<file path="config.mk">
export PLATFORM = sky130hd
export DESIGN_NAME = rgb_led_chain_bit_serializer_core
export DESIGN_NICKNAME = d
export VERILOG_FILES = /design/src/hw/rtl/rlbs_pkg.sv /design/src/hw/rtl/rlbs_cfg_regs.sv /design/src/hw/rtl/rlbs_color_mem.sv /design/src/hw/rtl/rlbs_slot_seq.sv /design/src/hw/rtl/rgb_led_chain_bit_serializer_core.sv
export SDC_FILE = /design/constraint.sdc
export NUM_CORES = 2
export LEC_CHECK = 0
export BUFFER_PORTS_ARGS = -buffer_cell sky130_fd_sc_hd__clkbuf_2
export CORE_AREA = 4 4 379 344
export DETAILED_ROUTE_END_ITERATION = 8
export DIE_AREA = 0 0 383 348
export MAX_ROUTING_LAYER = met4
export PLACE_DENSITY_LB_ADDON = 0.08
export SLEW_MARGIN = 5
export SYNTH_ARGS = -nofsm -noshare
export SYNTH_HDL_FRONTEND = slang
export SYNTH_HIERARCHICAL = 1
export SYNTH_SLANG_ARGS = --single-unit
</file>
<file path="constraint.sdc">
create_clock -name clk -period 7.7 [get_ports clk]
set_input_delay 1.54 -clock clk [delete_from_list [all_inputs] [get_ports clk]]
set_output_delay 1.54 -clock clk [all_outputs]
set_load 0.1 [all_outputs]
</file>
<file path="src/hw/rtl/rlbs_pkg.sv">
// Shared types and constants for the RGB LED chain bit serializer.
// No dependencies; every other file in hw/rtl refers to it by scoped names.
package rlbs_pkg;

  // Chain length and derived widths
  localparam int NUM_LEDS         = 64;
  localparam int LED_AW           = (NUM_LEDS > 1) ? $clog2(NUM_LEDS) : 1;
  localparam int SLOTS_PER_PERIOD = 24;
  localparam int EXTRA_POST       = 20;

  localparam int PC_W       = 12;
  localparam int BP_W       = 5;
  localparam int DUTY_W     = 16;
  localparam int PERIOD_W   = 10;
  localparam int LED_NUM_W  = 10;
  localparam int COLOR_W    = 24;
  localparam int CFG_IDX_W  = 2;

  // Color write index limit, one bit wider than led_number
  localparam logic [LED_NUM_W:0] LED_LIMIT = (LED_NUM_W + 1)'(NUM_LEDS);

  typedef enum logic [1:0] {
    FN_WRITE = 2'd0,
    FN_START = 2'd1,
    FN_SLOT  = 2'd2,
    FN_NONE  = 2'd3
  } func_e_t;

  typedef enum logic [1:0] {
    ST_OK    = 2'd0,
    ST_BUSY  = 2'd1,
    ST_RANGE = 2'd2,
    ST_IDLE  = 2'd3
  } status_e_t;

  typedef enum logic [CFG_IDX_W-1:0] {
    CFG_PRE  = 2'd0,
    CFG_POST = 2'd1,
    CFG_ONE  = 2'd2,
    CFG_ZERO = 2'd3
  } cfg_reg_e_t;

  typedef struct packed {
    logic [1:0]           func;
    logic [LED_NUM_W-1:0] led_number;
    logic [7:0]           green;
    logic [7:0]           red;
    logic [7:0]           blue;
  } in_t;

  typedef struct packed {
    logic [1:0]        status;
    logic [DUTY_W-1:0] duty;
    logic              last;
    logic              busy_res;
  } out_t;

  typedef struct packed {
    logic [PERIOD_W-1:0] reset_pre_periods;
    logic [PERIOD_W-1:0] reset_post_periods;
    logic [DUTY_W-1:0]   duty_one;
    logic [DUTY_W-1:0]   duty_zero;
  } cfg_t;

  // Color store access, issued when an item leaves the input register
  typedef struct packed {
    logic               wr_en;
    logic [LED_AW-1:0]  wr_addr;
    logic [COLOR_W-1:0] wr_data;
    logic               rd_en;
    logic [LED_AW-1:0]  rd_addr;
  } mem_req_t;

  // Per-item outcome carried from the sequencer to the output stage
  typedef struct packed {
    logic [1:0]      status;
    logic            last;
    logic            busy;
    logic            is_data;
    logic [BP_W-1:0] bit_idx;
  } slot_res_t;

endpackage

</file>
<file path="src/hw/rtl/rlbs_cfg_regs.sv">
// Configuration register file for the serializer (frame timing and duty codes).
// Depends on rlbs_pkg.
module rlbs_cfg_regs (
  input  logic                           clk,
  input  logic                           rst_n,
  input  logic                           wr_en,
  input  logic [rlbs_pkg::CFG_IDX_W-1:0] wr_index,
  input  logic [rlbs_pkg::DUTY_W-1:0]    wr_data,
  output rlbs_pkg::cfg_t                 cfg
);

  rlbs_pkg::cfg_t cfg_r;
  rlbs_pkg::cfg_t cfg_nxt;

  always_comb begin
    cfg_nxt = cfg_r;
    if (wr_en) begin
      unique case (rlbs_pkg::cfg_reg_e_t'(wr_index))
        rlbs_pkg::CFG_PRE:  cfg_nxt.reset_pre_periods  = wr_data[rlbs_pkg::PERIOD_W-1:0];
        rlbs_pkg::CFG_POST: cfg_nxt.reset_post_periods = wr_data[rlbs_pkg::PERIOD_W-1:0];
        rlbs_pkg::CFG_ONE:  cfg_nxt.duty_one           = wr_data;
        rlbs_pkg::CFG_ZERO: cfg_nxt.duty_zero          = wr_data;
        default:            cfg_nxt = cfg_r;
      endcase
    end
  end

  always_ff @(posedge clk) begin
    if (!rst_n) begin
      cfg_r.reset_pre_periods  <= rlbs_pkg::PERIOD_W'(50);
      cfg_r.reset_post_periods <= rlbs_pkg::PERIOD_W'(50);
      cfg_r.duty_one           <= rlbs_pkg::DUTY_W'(60);
      cfg_r.duty_zero          <= rlbs_pkg::DUTY_W'(30);
    end else begin
      cfg_r <= cfg_nxt;
    end
  end

  assign cfg = cfg_r;

endmodule

</file>
<file path="src/hw/rtl/rlbs_color_mem.sv">
// Color store: one GRB entry per LED, registered read, per-entry valid bits.
// Depends on rlbs_pkg. An entry never written reads with rd_hit low.
module rlbs_color_mem (
  input  logic                         clk,
  input  logic                         rst_n,
  input  rlbs_pkg::mem_req_t           req,
  output logic [rlbs_pkg::COLOR_W-1:0] rd_data,
  output logic                         rd_hit
);

  logic [rlbs_pkg::COLOR_W-1:0]  mem_r [rlbs_pkg::NUM_LEDS];
  logic [rlbs_pkg::NUM_LEDS-1:0] valid_r;
  logic [rlbs_pkg::COLOR_W-1:0]  rd_data_r;
  logic                          rd_hit_r;

  always_ff @(posedge clk) begin
    if (req.wr_en) begin
      mem_r[req.wr_addr] <= req.wr_data;
    end
    if (req.rd_en) begin
      rd_data_r <= mem_r[req.rd_addr];
    end
  end

  always_ff @(posedge clk) begin
    if (!rst_n) begin
      valid_r  <= '0;
      rd_hit_r <= 1'b0;
    end else begin
      if (req.wr_en) begin
        valid_r[req.wr_addr] <= 1'b1;
      end
      if (req.rd_en) begin
        rd_hit_r <= valid_r[req.rd_addr];
      end
    end
  end

  assign rd_data = rd_data_r;
  assign rd_hit  = rd_hit_r;

endmodule

</file>
<file path="src/hw/rtl/rlbs_slot_seq.sv">
// Command decoder and frame sequencer: frame state, period and bit counters.
// Depends on rlbs_pkg; issues color store requests consumed by rlbs_color_mem.
module rlbs_slot_seq (
  input  logic                clk,
  input  logic                rst_n,
  input  logic                fire,
  input  rlbs_pkg::in_t       item,
  input  rlbs_pkg::cfg_t      cfg,
  output rlbs_pkg::mem_req_t  mem_req,
  output rlbs_pkg::slot_res_t res
);

  logic                      active_r, active_nxt;
  logic [rlbs_pkg::PC_W-1:0] pc_r, pc_nxt;
  logic [rlbs_pkg::BP_W-1:0] bp_r, bp_nxt;

  logic [rlbs_pkg::PC_W-1:0] pre_ext;
  logic [rlbs_pkg::PC_W-1:0] total;
  logic [rlbs_pkg::PC_W-1:0] led_off;
  logic [rlbs_pkg::PC_W-1:0] pc_inc;
  logic [rlbs_pkg::BP_W-1:0] bp_inc;
  logic                      in_data;
  logic                      led_ok;

  assign pre_ext = rlbs_pkg::PC_W'(cfg.reset_pre_periods);
  assign total   = pre_ext + rlbs_pkg::PC_W'(rlbs_pkg::NUM_LEDS)
                 + rlbs_pkg::PC_W'(cfg.reset_post_periods)
                 + rlbs_pkg::PC_W'(rlbs_pkg::EXTRA_POST);
  assign led_off = pc_r - pre_ext;
  assign in_data = (pc_r >= pre_ext) &&
                   (pc_r < pre_ext + rlbs_pkg::PC_W'(rlbs_pkg::NUM_LEDS));
  assign pc_inc  = pc_r + rlbs_pkg::PC_W'(1);
  assign bp_inc  = bp_r + rlbs_pkg::BP_W'(1);
  assign led_ok  = {1'b0, item.led_number} < rlbs_pkg::LED_LIMIT;

  always_comb begin
    active_nxt      = active_r;
    pc_nxt          = pc_r;
    bp_nxt          = bp_r;
    res             = '0;
    res.status      = rlbs_pkg::ST_OK;
    mem_req         = '0;
    mem_req.wr_addr = item.led_number[rlbs_pkg::LED_AW-1:0];
    mem_req.wr_data = {item.green, item.red, item.blue};
    mem_req.rd_addr = led_off[rlbs_pkg::LED_AW-1:0];
    res.bit_idx     = rlbs_pkg::BP_W'(rlbs_pkg::SLOTS_PER_PERIOD - 1) - bp_r;

    unique case (rlbs_pkg::func_e_t'(item.func))
      rlbs_pkg::FN_WRITE: begin
        if (led_ok) begin
          mem_req.wr_en = fire;
        end else begin
          res.status = rlbs_pkg::ST_RANGE;
        end
      end
      rlbs_pkg::FN_START: begin
        if (active_r) begin
          res.status = rlbs_pkg::ST_BUSY;
        end else begin
          active_nxt = 1'b1;
          pc_nxt     = '0;
          bp_nxt     = '0;
        end
      end
      rlbs_pkg::FN_SLOT: begin
        if (!active_r) begin
          res.status = rlbs_pkg::ST_IDLE;
        end else begin
          res.is_data   = in_data;
          mem_req.rd_en = fire && in_data;
          bp_nxt        = bp_inc;
          // close the LED period; the frame ends once the period total is reached
          if (bp_inc >= rlbs_pkg::BP_W'(rlbs_pkg::SLOTS_PER_PERIOD)) begin
            bp_nxt = '0;
            pc_nxt = pc_inc;
            if (pc_inc >= total) begin
              active_nxt = 1'b0;
              pc_nxt     = '0;
              res.last   = 1'b1;
            end
          end
        end
      end
      rlbs_pkg::FN_NONE: begin
        res.status = rlbs_pkg::ST_OK;
      end
      default: begin
        res.status = rlbs_pkg::ST_OK;
      end
    endcase
    res.busy = active_nxt;
  end

  always_ff @(posedge clk) begin
    if (!rst_n) begin
      active_r <= 1'b0;
      pc_r     <= '0;
      bp_r     <= '0;
    end else if (fire) begin
      active_r <= active_nxt;
      pc_r     <= pc_nxt;
      bp_r     <= bp_nxt;
    end
  end

  a_bp_range: assert property (@(posedge clk) disable iff (!rst_n)
    bp_r < rlbs_pkg::BP_W'(rlbs_pkg::SLOTS_PER_PERIOD))
    else $error("bit position left its LED period");

  a_idle_counters: assert property (@(posedge clk) disable iff (!rst_n)
    !active_r |-> (pc_r == '0 && bp_r == '0))
    else $error("counters not parked while no frame runs");

endmodule

</file>
<file path="src/hw/rtl/rgb_led_chain_bit_serializer_core.sv">
// Top level of the RGB LED chain bit serializer: three-stage item pipeline.
// Depends on rlbs_pkg, rlbs_cfg_regs, rlbs_color_mem and rlbs_slot_seq.
//
// The core takes one command item per clock cycle while in_stall is low and
// returns exactly one result item for each: color writes into a 64-entry GRB
// store, frame starts, and bit-slot requests that return the PWM compare value
// for the next slot of the frame (zero-duty reset periods, each LED's 24 bits
// MSB first, then trailing reset periods plus 20). Throughput is one item per
// cycle while the output is not stalled; each item passes through the input
// register, the sequencer with the color store read, and the output register,
// where the store's registered read port sits in the middle stage. Each
// stage holds its item while the one after it is full and stalled, so empty
// stages keep absorbing input while a result waits at the output. The color
// store reads as zero after reset through per-entry valid bits, so no clearing
// pass is needed. Configuration writes are taken at any time (cfg_ready is
// always high) and are meant to land while the core is idle.
module rgb_led_chain_bit_serializer_core (
  input  logic                           clk,
  input  logic                           rst_n,
  // command items
  input  logic                           in_valid,
  output logic                           in_stall,
  input  rlbs_pkg::in_t                  in_item,
  // result items
  output logic                           out_valid,
  input  logic                           out_stall,
  output rlbs_pkg::out_t                 out_item,
  // register writes
  input  logic                           cfg_valid,
  output logic                           cfg_ready,
  input  logic [rlbs_pkg::CFG_IDX_W-1:0] cfg_index,
  input  logic [rlbs_pkg::DUTY_W-1:0]    cfg_data
);

  rlbs_pkg::cfg_t               cfg;
  rlbs_pkg::mem_req_t           mem_req;
  rlbs_pkg::slot_res_t          seq_res;
  logic [rlbs_pkg::COLOR_W-1:0] rd_data;
  logic                         rd_hit;

  // stage 1: input register
  logic          v1_r;
  rlbs_pkg::in_t in_r;
  // stage 2: decoded outcome, color word arrives from the store register
  logic                v2_r;
  rlbs_pkg::slot_res_t s2_r;
  // stage 3: result register
  logic           out_valid_r;
  rlbs_pkg::out_t out_r;
  rlbs_pkg::out_t out_nxt;

  logic en_o, en2, en1, fire;
  logic slot_bit;

  // advance a stage when the next one is empty or moving
  assign en_o = !out_valid_r || !out_stall;
  assign en2  = !v2_r || en_o;
  assign en1  = !v1_r || en2;
  assign fire = v1_r && en2;

  assign in_stall  = !en1;
  assign cfg_ready = 1'b1;

  rlbs_cfg_regs u_cfg (
    .clk      (clk),
    .rst_n    (rst_n),
    .wr_en    (cfg_valid),
    .wr_index (cfg_index),
    .wr_data  (cfg_data),
    .cfg      (cfg)
  );

  // frame state advances when an item leaves the input register
  rlbs_slot_seq u_seq (
    .clk     (clk),
    .rst_n   (rst_n),
    .fire    (fire),
    .item    (in_r),
    .cfg     (cfg),
    .mem_req (mem_req),
    .res     (seq_res)
  );

  // read data is loaded only together with stage 2, so it holds while stalled
  rlbs_color_mem u_mem (
    .clk     (clk),
    .rst_n   (rst_n),
    .req     (mem_req),
    .rd_data (rd_data),
    .rd_hit  (rd_hit)
  );

  always_ff @(posedge clk) begin
    if (!rst_n) begin
      v1_r <= 1'b0;
    end else if (en1) begin
      v1_r <= in_valid;
    end
    if (en1 && in_valid) begin
      in_r <= in_item;
    end
  end

  always_ff @(posedge clk) begin
    if (!rst_n) begin
      v2_r <= 1'b0;
    end else if (en2) begin
      v2_r <= v1_r;
    end
    if (fire) begin
      s2_r <= seq_res;
    end
  end

  // pick the slot's bit and map it to a compare value
  assign slot_bit = rd_hit && rd_data[s2_r.bit_idx];

  always_comb begin
    out_nxt.status   = s2_r.status;
    out_nxt.last     = s2_r.last;
    out_nxt.busy_res = s2_r.busy;
    if (s2_r.is_data) begin
      out_nxt.duty = slot_bit ? cfg.duty_one : cfg.duty_zero;
    end else begin
      out_nxt.duty = '0;
    end
  end

  always_ff @(posedge clk) begin
    if (!rst_n) begin
      out_valid_r <= 1'b0;
    end else if (en_o) begin
      out_valid_r <= v2_r;
    end
    if (en_o && v2_r) begin
      out_r <= out_nxt;
    end
  end

  assign out_valid = out_valid_r;
  assign out_item  = out_r;

  a_last_ends_frame: assert property (@(posedge clk) disable iff (!rst_n)
    (out_valid && out_item.last) |-> !out_item.busy_res)
    else $error("final slot reported with frame still running");

  a_duty_only_ok: assert property (@(posedge clk) disable iff (!rst_n)
    (out_valid && out_item.duty != '0) |-> (out_item.status == rlbs_pkg::ST_OK))
    else $error("nonzero duty on a refused or idle item");

  a_stall_needs_full: assert property (@(posedge clk) disable iff (!rst_n)
    in_stall |-> (v1_r && v2_r && out_valid_r))
    else $error("input stalled while a pipeline stage was empty");

endmodule

</file>
==> reports/metrics.csv <==
metric;value;unit
Setup crit end kind;register;
CP startpoint kind;primary input;
CP required;8110;ps
status;finished clean;
area of the mapped netlist;69000;um^2
Synth top cells by count;edfxtp_1 (1626), mux4_2 (498), dfxtp_1 (138), nand2_1 (138), mux2i_1 (97);
area grow syn2layout;11.7;%
TritonCTS Sinks;1764;
Initial DRC Count;3728;
CTS tree;done;
setup TNS;0;ps
critical path type;in -> reg;
Pwr Density;256;nW/um^2
hold buffer count at cts;0;
largest net degree at the start of global routing;103;
P_leak;24.6;nW
Slowest-stage cell, CP;nor2_4;
minimum clock period;4590;ps
Synth Instances;3207;
total track usage;25.0;%
post-CTS setup buffer count;0;
Top FF cell, synth;edfxtp_1;
clock-pin slew on the worst setup and hold paths;60;ps
Cells after DPL;4857;
post-route antenna net violation count;0;
first-pass GRT wire length;231000;um
Max Root-Sink Buffers;3;
die span in x;383;um
GRT overflow;0;
count of pins over their slew limit;0;
post-cts sizing count;0;
Syn Area/Cell;21.5;um^2
Tcrit/Tclk final;59.5;%
share of post-route cells with drive strength above 1;28.6;%
initial antenna violation count;7;
Comb power frac;5.5;%
synth unique cells;70;
post-placement cell area;71600;um^2
# DRC;0;
GPL Wtd Cong;0.834;
WL/cell;30.7;um
top cells by area in the synthesized netlist;edfxtp_1 (71%), mux4_2 (16%), dfxtp_1 (4.0%);
sequential share of power;53.6;%
worst rel slew slack;15.1;%
DR vias;32600;
Worst-Margin Slew;1270;ps
FF+latch count, synth;1764;
Root Buffer;clkbuf_16;
RSZ-0062 raised after global routing;no;
Worst EP arrival;4990;ps
DRT Pass-1 Iters;6;
Setup-failing EPs final;0;
I/O pin count;82;
Max-Cap Viols;0;
Seq/Total Area, Yosys;74.8;%
clk_lat worst skew;790;ps
synth warn;6;
# rows;124;
clock share of power;40.8;%
switching power;4.29;mW
die area;133000;um^2
Crit Path Max Fanout;25;
vias per cell;6.30;
H-tree depth;4;
Fmax;218;MHz
switch share;21.7;%
Int Power;15.5;mW
clk_skew;29.4;ps
most common cell in the netlist;edfxtp_1;
Detailed Route WL;159000;um
leading area contributor after synthesis;edfxtp_1;
vias in the first global route;32500;
worst path cell trace;clkbuf_2 > and3_1 > nor2b_1 > buf_4 > and3_1 > nor2b_1 > nand3_1 > nor2_4;
starting density of the core;54.6;%
Design Area, Final;77100;um^2
Hold WC Path Type;reg -> reg;
Die Y;348;um
Post-synth ARST share;0;%
Yosys top cell area share;70.8;%
I/O Buffers;80;
Num CTS Buffers;174;
Post-synth EDFFs;1626;
core area;126000;um^2
final hold violations;0;
post-DP HPWL;95700;um
nets;3447;
Cell Count, Final, Fillers Out;5178;
setup slack, reg-to-reg;3190;ps
Net Count, Synth;3322;
VDD IR max;222;uV
Util after Layout;61.0;%
CP max stage delay;1000;ps
==> sequential cells by signal (all words and copies together) (netlist names), 4 cells and up <==
signal	cells
u_cfg/cfg	52
out_item	20
u_seq/bp_r	5
u_seq/pc_r	12
u_mem/mem_r	1536
in_r	36
u_mem/valid_r	64
s2_r	6
out_nxt	4
u_mem/rd_data	24
==> stage by stage <==
step	setup slack [ps]	power (mW)	hold slack, ps
floorplan	2220	11.4	400
global placement	2470	11.9	409
detailed placement	2400	11.9	414
CTS	3200	20.0	428
global route	2860	20.4	440
finish	3110	19.8	423
==> power by group through the flow <==
stage	Combinational [mW]	Sequential [mW]	Clock, mW
floorplan	0.655	10.8	0
global placement	1.07	10.8	0
detailed placement	1.10	10.8	0
CTS	1.11	10.6	8.25
global route	1.16	10.6	8.67
finish	1.10	10.6	8.07
==> layer usage <==
metal / up-vias / GRT usage (%) / part of all wire [%]
li1: 13500 / - / -
met1: 17500 / 37.6 / 43
met2: 1394 / 34.9 / 45
met3: 214 / 6.18 / 9.7
met4: 0 / 6.21 / 2.3
met5: - / - / 0
==> final timing paths <==
check                     start                  to  cells after the start
hold reg to reg     out_nxt[18]        out_item[18]                      0
hold / removal      out_nxt[18]        out_item[18]                      0
setup / recovery      out_stall  u_mem/mem_r[30][2]                      8
setup reg to reg  u_seq/pc_r[0]   u_mem/rd_data[23]                      9
==> critical path, delay by kind of cell <==
| kind | cells | cell delay [ps] |
|---|---|---|
| buffers and inverters | 2 | 380 |
| and+or+nand+nor | 6 | 3010 |
==> layout by cell type (no fill, tap or decap), types with 7 or more instances in the layout <==
| master | count |
|---|---|
| mux2_2 | 26 |
| clkbuf_1 | 34 |
| dfxtp_1 | 138 |
| a21o_1 | 7 |
| ha_1 | 54 |
| nand4_1 | 8 |
| buf_4 | 49 |
| clkbuf_2 | 79 |
| nand3_1 | 13 |
| a21oi_1 | 14 |
| clkbuf_16 | 177 |
| nor2_1 | 24 |
| clkinv_2 | 32 |
| o21ai_1 | 22 |
| xnor2_1 | 12 |
| edfxtp_1 | 1626 |
| inv_1 | 30 |
| mux4_2 | 498 |
| nor2_4 | 61 |
| nand2_1 | 138 |
| xor2_1 | 11 |
| inv_6 | 7 |
| nor2b_1 | 34 |
| a22o_1 | 7 |
| nand2b_1 | 15 |
| clkinv_1 | 37 |
| buf_12 | 8 |
| bufinv_16 | 8 |
| o21ai_0 | 15 |
| o21a_1 | 72 |
| mux2i_1 | 97 |
==> area by class of cell <==
class | instances | area [um^2]
sequential | 1764 | 51600
fill | 8830 | 49200
multi-input combinational | 1223 | 16900
clock buffer | 215 | 4610
tap | 1701 | 2130
timing repair buffer | 136 | 923
clock inverter | 103 | 821
inverter | 33 | 139
antenna | 3 | 7.51
==> logic make-up after synthesis <==
family,count (synthesis),share of synthesized area [%]
buffers and inverters,220,1.57
adders and majority gates,56,1.04
xor gates and xnor gates,27,0.343
DFF,1764,74.8
other,1,0.00543
AOI/OAI and AO/OA,169,1.75
and+or+nand+nor,347,2.39
muxes,623,18.1
No activity file was read; power rests on OpenSTA's default activity.
